<file path="src/sv/pps_pkg.sv">
// shared types and constants for the preemptive priority scheduler
package pps_pkg;

   localparam int MAX_PROCS = 16;
   localparam int IDX_W = $clog2(MAX_PROCS);
   localparam int CNT_W = $clog2(MAX_PROCS + 1);
   localparam int TIME_W = 21;
   localparam int FIFO_DEPTH = 4;
   localparam int FIFO_AW = $clog2(FIFO_DEPTH);

   typedef struct packed {
      logic [15:0] arrival_time;
      logic [15:0] burst_time;
      logic [7:0]  priority_req;
      logic        last;
   } req_type;

   typedef struct packed {
      logic [5:0]        process_index;
      logic [TIME_W-1:0] start_time;
      logic [TIME_W-1:0] finish_time;
      logic [TIME_W-1:0] turnaround_time;
      logic [TIME_W-1:0] waiting_time;
      logic              last_result;
   } rsp_type;

   typedef enum logic [2:0] {
      ST_LOAD,
      ST_SCAN,
      ST_DECIDE,
      ST_REPORT,
      ST_EMIT
   } state_type;

endpackage

</file>
<file path="src/sv/pps_front.sv">
// input queue: takes items and normalises zero bursts
module pps_front (
   input  logic             clock,
   input  logic             reset,
   input  logic             push,
   output logic             full,
   input  pps_pkg::req_type req_data,
   output logic             q_valid,
   input  logic             q_take,
   output pps_pkg::req_type q_data
);

   pps_pkg::req_type mem [pps_pkg::FIFO_DEPTH];
   logic [pps_pkg::FIFO_AW:0] wr_ff, wr_in, rd_ff, rd_in;
   pps_pkg::req_type norm;

   always_comb begin
      norm = req_data;
      if (req_data.burst_time == 16'd0) begin
         norm.burst_time = 16'd1;
      end
   end

   assign full = (wr_ff[pps_pkg::FIFO_AW] != rd_ff[pps_pkg::FIFO_AW]) &&
                 (wr_ff[pps_pkg::FIFO_AW-1:0] == rd_ff[pps_pkg::FIFO_AW-1:0]);
   assign q_valid = wr_ff != rd_ff;
   assign q_data = mem[rd_ff[pps_pkg::FIFO_AW-1:0]];
   assign wr_in = wr_ff + ((push && !full) ? 1'b1 : 1'b0);
   assign rd_in = rd_ff + ((q_take && q_valid) ? 1'b1 : 1'b0);

   always_ff @(posedge clock) begin
      if (push && !full) begin
         mem[wr_ff[pps_pkg::FIFO_AW-1:0]] <= norm;
      end
   end

   always_ff @(posedge clock) begin
      if (reset) begin
         wr_ff <= '0;
         rd_ff <= '0;
      end else begin
         wr_ff <= wr_in;
         rd_ff <= rd_in;
      end
   end

endmodule

</file>
<file path="src/sv/pps_back.sv">
// process tables, scheduling sequencer and output register
module pps_back (
   input  logic             clock,
   input  logic             reset,
   input  logic             q_valid,
   output logic             q_take,
   input  pps_pkg::req_type q_data,
   output logic             empty,
   input  logic             pop,
   output pps_pkg::rsp_type rsp_data
);

   localparam int IW = pps_pkg::IDX_W;
   localparam int CW = pps_pkg::CNT_W;
   localparam int TW = pps_pkg::TIME_W;

   logic [15:0]   arr_ff [pps_pkg::MAX_PROCS];
   logic [15:0]   bur_ff [pps_pkg::MAX_PROCS];
   logic [7:0]    pri_ff [pps_pkg::MAX_PROCS];
   logic [15:0]   rem_ff [pps_pkg::MAX_PROCS];
   logic [TW-1:0] sta_ff [pps_pkg::MAX_PROCS];
   logic [TW-1:0] fin_ff [pps_pkg::MAX_PROCS];
   logic [pps_pkg::MAX_PROCS-1:0] started_ff;

   pps_pkg::state_type state_ff, state_in;
   logic [CW-1:0] cnt_ff, cnt_in;
   logic [CW-1:0] done_ff, done_in;
   logic [CW-1:0] idx_ff, idx_in;
   logic [TW-1:0] time_ff, time_in;
   logic          found_ff, found_in;
   logic [IW-1:0] pick_ff, pick_in;
   logic [7:0]    best_ff, best_in;
   logic [16:0]   next_ff, next_in;
   logic          full_ff, full_in;
   pps_pkg::rsp_type out_ff, out_in;

   logic [IW-1:0] ix;
   logic          load_en, run_en, rep_en;
   logic [TW-1:0] turn;

   assign ix = idx_ff[IW-1:0];
   assign empty = !full_ff;
   assign rsp_data = out_ff;
   assign turn = fin_ff[ix] - TW'(arr_ff[ix]);

   always_comb begin
      state_in = state_ff;
      cnt_in = cnt_ff;
      done_in = done_ff;
      idx_in = idx_ff;
      time_in = time_ff;
      found_in = found_ff;
      pick_in = pick_ff;
      best_in = best_ff;
      next_in = next_ff;
      full_in = full_ff;
      out_in = out_ff;
      q_take = 1'b0;
      load_en = 1'b0;
      run_en = 1'b0;
      rep_en = 1'b0;
      if (pop && full_ff) begin
         full_in = 1'b0;
      end
      case (state_ff)
         pps_pkg::ST_LOAD: begin
            if (q_valid) begin
               q_take = 1'b1;
               if (cnt_ff < CW'(pps_pkg::MAX_PROCS)) begin
                  load_en = 1'b1;
                  cnt_in = cnt_ff + 1'b1;
               end
               if (q_data.last) begin
                  time_in = '0;
                  done_in = '0;
                  idx_in = '0;
                  found_in = 1'b0;
                  next_in = '1;
                  state_in = pps_pkg::ST_SCAN;
               end
            end
         end
         pps_pkg::ST_SCAN: begin
            if (idx_ff == cnt_ff) begin
               state_in = pps_pkg::ST_DECIDE;
            end else begin
               if (rem_ff[ix] != 16'd0) begin
                  if (TW'(arr_ff[ix]) <= time_ff) begin
                     if (!found_ff || pri_ff[ix] < best_ff) begin
                        found_in = 1'b1;
                        best_in = pri_ff[ix];
                        pick_in = ix;
                     end
                  end else if ({1'b0, arr_ff[ix]} < next_ff) begin
                     next_in = {1'b0, arr_ff[ix]};
                  end
               end
               idx_in = idx_ff + 1'b1;
            end
         end
         pps_pkg::ST_DECIDE: begin
            idx_in = '0;
            found_in = 1'b0;
            next_in = '1;
            state_in = pps_pkg::ST_SCAN;
            if (done_ff == cnt_ff) begin
               state_in = pps_pkg::ST_REPORT;
            end else if (!found_ff) begin
               time_in = TW'(next_ff[15:0]);
            end else begin
               run_en = 1'b1;
               time_in = time_ff + 1'b1;
               if (rem_ff[pick_ff] == 16'd1) begin
                  done_in = done_ff + 1'b1;
                  if (done_ff + 1'b1 == cnt_ff) begin
                     state_in = pps_pkg::ST_REPORT;
                  end
               end
            end
         end
         pps_pkg::ST_REPORT: begin
            if (idx_ff == cnt_ff) begin
               cnt_in = '0;
               state_in = pps_pkg::ST_LOAD;
            end else if (!full_ff || pop) begin
               out_in.process_index = 6'(idx_ff);
               out_in.start_time = sta_ff[ix];
               out_in.finish_time = fin_ff[ix];
               out_in.turnaround_time = turn;
               out_in.waiting_time = (turn > TW'(bur_ff[ix])) ?
                                     turn - TW'(bur_ff[ix]) : '0;
               out_in.last_result = (idx_ff + 1'b1 == cnt_ff);
               full_in = 1'b1;
               idx_in = idx_ff + 1'b1;
            end
         end
         default: begin
            state_in = pps_pkg::ST_LOAD;
         end
      endcase
   end

   always_ff @(posedge clock) begin
      if (load_en) begin
         arr_ff[cnt_ff[IW-1:0]] <= q_data.arrival_time;
         bur_ff[cnt_ff[IW-1:0]] <= q_data.burst_time;
         rem_ff[cnt_ff[IW-1:0]] <= q_data.burst_time;
         pri_ff[cnt_ff[IW-1:0]] <= q_data.priority_req;
      end
      if (run_en) begin
         rem_ff[pick_ff] <= rem_ff[pick_ff] - 16'd1;
         if (!started_ff[pick_ff]) begin
            sta_ff[pick_ff] <= time_ff;
         end
         if (rem_ff[pick_ff] == 16'd1) begin
            fin_ff[pick_ff] <= time_ff + 1'b1;
         end
      end
      out_ff <= out_in;
      found_ff <= found_in;
      pick_ff <= pick_in;
      best_ff <= best_in;
      next_ff <= next_in;
      time_ff <= time_in;
   end

   always_ff @(posedge clock) begin
      if (reset) begin
         state_ff <= pps_pkg::ST_LOAD;
         cnt_ff <= '0;
         done_ff <= '0;
         idx_ff <= '0;
         full_ff <= 1'b0;
         started_ff <= '0;
      end else begin
         state_ff <= state_in;
         cnt_ff <= cnt_in;
         done_ff <= done_in;
         idx_ff <= idx_in;
         full_ff <= full_in;
         if (load_en) begin
            started_ff[cnt_ff[IW-1:0]] <= 1'b0;
         end
         if (run_en) begin
            started_ff[pick_ff] <= 1'b1;
         end
      end
   end

endmodule

</file>
<file path="src/sv/preemptive_priority_scheduler.sv">
// top level of the preemptive priority scheduler
//  channel   ports                     direction
//  request   push, full, req_data      in
//  response  pop, empty, rsp_data      out
// loading takes one cycle per item through a four-entry input queue, while the block is not scheduling or reporting.
// one simulated time unit is a scan over the n loaded processes followed by a decision;
// idle stretches are skipped in one step. reporting takes one cycle per result.
// synchronous active-high reset empties both queues; pop held low stalls reporting.
module preemptive_priority_scheduler (
   input  logic             clock,
   input  logic             reset,
   input  logic             push,
   output logic             full,
   input  pps_pkg::req_type req_data,
   output logic             empty,
   input  logic             pop,
   output pps_pkg::rsp_type rsp_data
);

   logic             q_valid;
   logic             q_take;
   pps_pkg::req_type q_data;

   pps_front u_front (
      .clock   (clock),
      .reset   (reset),
      .push    (push),
      .full    (full),
      .req_data(req_data),
      .q_valid (q_valid),
      .q_take  (q_take),
      .q_data  (q_data)
   );

   pps_back u_back (
      .clock   (clock),
      .reset   (reset),
      .q_valid (q_valid),
      .q_take  (q_take),
      .q_data  (q_data),
      .empty   (empty),
      .pop     (pop),
      .rsp_data(rsp_data)
   );

   a_take_valid: assert property (@(posedge clock) disable iff (reset)
      q_take |-> q_valid) else $error("queue read while empty");

   a_out_hold: assert property (@(posedge clock) disable iff (reset)
      (!empty && !pop) |=> (!empty && $stable(rsp_data)))
      else $error("result changed while waiting");

endmodule

</file>
<file path="config.mk">
export PLATFORM = sky130hd
export DESIGN_NAME = preemptive_priority_scheduler
export DESIGN_NICKNAME = d
export VERILOG_FILES = /design/src/sv/pps_pkg.sv /design/src/sv/pps_front.sv /design/src/sv/pps_back.sv /design/src/sv/preemptive_priority_scheduler.sv
export SDC_FILE = /design/constraint.sdc
export NUM_CORES = 2
export LEC_CHECK = 0
export BUFFER_PORTS_ARGS = -buffer_cell sky130_fd_sc_hd__buf_2
export CORE_UTILIZATION = 48
export DETAILED_ROUTE_END_ITERATION = 8
export HOLD_SLACK_MARGIN = 0.08
export PLACE_DENSITY_LB_ADDON = 0.2
export SLEW_MARGIN = 20
export SYNTH_ARGS = -nofsm -noshare
export SYNTH_HDL_FRONTEND = slang
export SYNTH_HIERARCHICAL = 1
export SYNTH_SLANG_ARGS = --single-unit
</file>
<file path="constraint.sdc">
create_clock -name clock -period 8.1 [get_ports clock]
set_input_delay 2.43 -clock clock [delete_from_list [all_inputs] [get_ports clock]]
set_output_delay 2.43 -clock clock [all_outputs]
set_load 0.01 [all_outputs]
</file>
==> out/results.ini <==
[power_and_ir_drop]
p_clk_share_pct = 30.5
cellLeakagePower_nw = 27.27
intPower_mw = 19.51
p_sw_share_pct = 29.09
p_per_area_nw_per_um2 = 316.8
seqPwrFrac_pct = 47.3
power.switching_mw = 8.000
pwr-share-comb_pct = 22.1
ir_worst_vdd_v = 0.0002329

[yosys]
seq_area_frac_synth_pct = 74.36
syn_area_per_cell_um2 = 20.62
synth.net_count = 3860
async_reset_ff_share_pct = 0
synth_seq_cells = 1921
synthCells = 3731
synth-main-ff-cell = edfxtp_1
yosys_warnings = 6
synth_area_um2 = 76930
synth_edf_count = 1873
ys_types = 73

[finish]
area_growth_pct = 12.86
design_area_um2 = 86820
mostFrequentLayoutCells = 1,873 x edfxtp_1, 509 x mux4_2, 198 x clkbuf_16, 136 x buf_2, 125 x nor2_1
fillers = 11921
drive_gt1_share_pct = 27.64
layout_commonest_cell = edfxtp_1
final_cells = 6231
fin_nets = 4141

[critical_path]
crit_chain = buf_12, buf_4, mux4_2, mux4_2, inv_1, ha_1, a21oi_1, nand2_1, a211oi_1, a21oi_1, a21o_1, a21oi_1, xnor2_1, ha_1, a21o_1, a311oi_1, o211ai_1, a21oi_2, nor3_1
r2r_end = u_back/rsp_data[19]
cpPeakStageDelay_ns = 0.78
endpoint = u_back/rsp_data[19]
worstSetupPathType = reg -> reg
ff2ff_setup_slack_ns = 1.24
critPathRequiredTime_ns = 8.60
cpLargestDelayFamily = compound AO/OA/AOI/OAI gates
end_kind = flip-flop
cpMostUsedCell = a21oi_1
cp.arrival_ns = 7.36
worst_setup_path_start_kind = flip-flop
rr_worst_depth = 19
cp_max_fo = 40
slowest_stage = a21oi_2
critPathBufInv = 3
cp.depth = 19

[sta]
drv_slew = 0
timing.final.crit_share_pct = 84.67
rsz0062_at_grt = no
final_hold_viol_count = 0
whs_ns = 0.4677
fin_skew_ns = 0.04109
setup_violations = 0
clock.fmax_mhz = 145.8
relSlewSlack_pct = 24.01
layout_min_cycle_time_ns = 6.858
worst_pin_slew_ns = 1.133
setup_tns_ns = 0

[clocking]
clk_pin_slew_ns = 0.06
clk_path_buf_depth = 3
htreeDepth = 4
cts_tree = yes
holdBufCountCts = 0
ctsResizeCount = 0
cts_setup_buffers = 0
cts_buffers = 194
cts_root_buf = clkbuf_16
cts.sinks = 1921
clk_latency_ns = 0.81

[status]
status = finished, final reports clean

[floorplan]
die_w_um = 402.3
pin_count = 138
die_height_um = 402.3
rows = 146
core-area_um2 = 158700
die-area_um2 = 161900
start_util_pct = 48.46

[global_routing]
grt-ovfl-total = 0
grt_pass1_wl_um = 271100
grt_use_total_pct = 23.39
grt_pass1_vias = 38381
grt_antenna_before_repair = 6
grt_max_degree = 79

[place]
placed_area_um2 = 80790
port_buffers = 136
hpwl_um = 111500
globalplace.congestion = 0.8990
dp_cells = 5887

[min_path]
whs_path_depth = 2
hold_class = reg -> reg

[detailed_routing]
drt-total-wl_um = 187300
ant_nets = 0
wl_per_cell_um = 30.05
routed_via_density = 6.126
drt_iter0_markers = 3942
drc = 0
vias = 38173
firstDrtPassIters = 5

[flow_run]
maxCapViolCount = 0

[cells by family after synthesis]
kind of cell / Yosys count / synth area share (%)
flip-flops: 1921 / 74.36
XOR/XNOR: 100 / 1.156
multiplexers: 558 / 15.90
other: 1 / 0.004875
adder cells (fa/ha/maj): 85 / 1.399
AND/OR/NAND/NOR: 543 / 3.529
AO/OA/AOI/OAI: 249 / 2.097
buffers and inverters: 274 / 1.552
[sequential cells by signal, summed over array words and instances (netlist names), 8 cells and up, named ones only]
name	cells
u_back/arr_ff	256
u_back/next_ff	17
u_back/rsp_data	90
u_back/best_ff	8
u_back/fin_ff	336
u_back/time_ff	21
u_back/sta_ff	336
u_back/started_ff	16
u_front/mem	164
u_back/bur_ff	256
u_back/rem_ff	256
u_back/pri_ff	128
[Yosys cell counts (5+ instances only)]
cell type	number	area, µm²
inv_1	92	345.3
nand3b_1	5	37.54
buf_2	39	195.2
nor2_1	167	626.9
and2_1	9	56.30
nor4_1	64	400.4
mux2_2	13	146.4
buf_12	5	100.1
o211ai_1	7	52.55
nor3_1	43	215.2
buf_1	16	60.06
nand3_1	23	115.1
or3_1	6	37.54
or4_1	11	82.58
clkbuf_1	113	424.2
ha_1	82	1026
a211oi_1	29	217.7
nand2b_1	25	156.4
edfxtp_1	1873	56240
nand4_1	25	156.4
xnor2_1	60	525.5
o21a_1	7	52.55
nand2_1	101	379.1
a21o_1	26	195.2
a21oi_1	84	420.4
xor2_1	39	341.6
dfxtp_1	48	960.9
mux4_2	509	11460
nor2b_1	28	175.2
a221oi_1	6	52.55
or2_2	9	56.30
o21ai_0	39	195.2
a31oi_1	13	81.33
buf_4	5	37.54
mux2i_1	20	200.2
and3_1	13	81.33
mux4_1	16	420.4
[worst register-to-register path, delay by kind of cell, from the launching register on]
family                     cells  cell delay [ns]
adders and majority gates      2             0.64
AOI/OAI and AO/OA              9             2.74
xor gates and xnor gates       1             0.16
and+or+nand+nor                2             0.30
buffers and inverters          3             0.97
DFF                            1             0.58
muxes                          2             1.18
[per-layer routing]
| layer | GRT usage (%) | part of all wire (%) |
|---|---|---|
| met3 | 3.752 | 6.7 |
| met1 | 33.86 | 43 |
| met5 | 0 | 0 |
| met4 | 7.198 | 3.0 |
| met2 | 36.77 | 48 |
[worst min path at each step]
stage | startpoint | end | slack (ns)
floorplan | u_back/idx_ff[2] | u_back/pick_ff[2] | 0.42
global placement | u_back/started_ff[0] | u_back/started_ff[0] | 0.45
detailed placement | u_back/started_ff[1] | u_back/started_ff[1] | 0.46
CTS | u_back/started_ff[1] | u_back/started_ff[1] | 0.47
global route | u_back/started_ff[10] | u_back/started_ff[10] | 0.49
finish | u_back/started_ff[1] | u_back/started_ff[1] | 0.47
[final cells by class]
cell class | instances | area, µm² | area share (%)
sequential | 1921 | 57240 | 65.93
clock buffer | 250 | 5190 | 5.978
timing repair buffer | 266 | 1772 | 2.041
inverter | 93 | 349.1 | 0.4021
clock inverter | 91 | 742.0 | 0.8546
antenna | 2 | 5.005 | 0.005765
tap | 2072 | 2592 | 2.986
multi-input combinational | 1536 | 18930 | 21.80
[stage by stage]
stage	setup WS, ns	power (mW)	utilization, %
final	1.242	27.51	54.69
after global placement	1.306	19.12	50.85
after detailed placement	1.185	19.24	50.89
after CTS	1.157	27.63	54.63
after floorplan	1.069	17.06	-
after global routing	0.5820	28.57	54.69
[power by group through the flow]
stage / logic (mW) / registers (mW) / clock network, mW
2_1_floorplan: 4.20 / 12.9 / 0
3_3_place_gp: 5.92 / 13.2 / 0
3_5_place_dp: 6.01 / 13.2 / 0
4_1_cts: 6.04 / 13.0 / 8.57
5_1_grt: 6.58 / 13.1 / 8.92
6_report: 6.09 / 13.0 / 8.39
(Power assumes the default switching activity.)
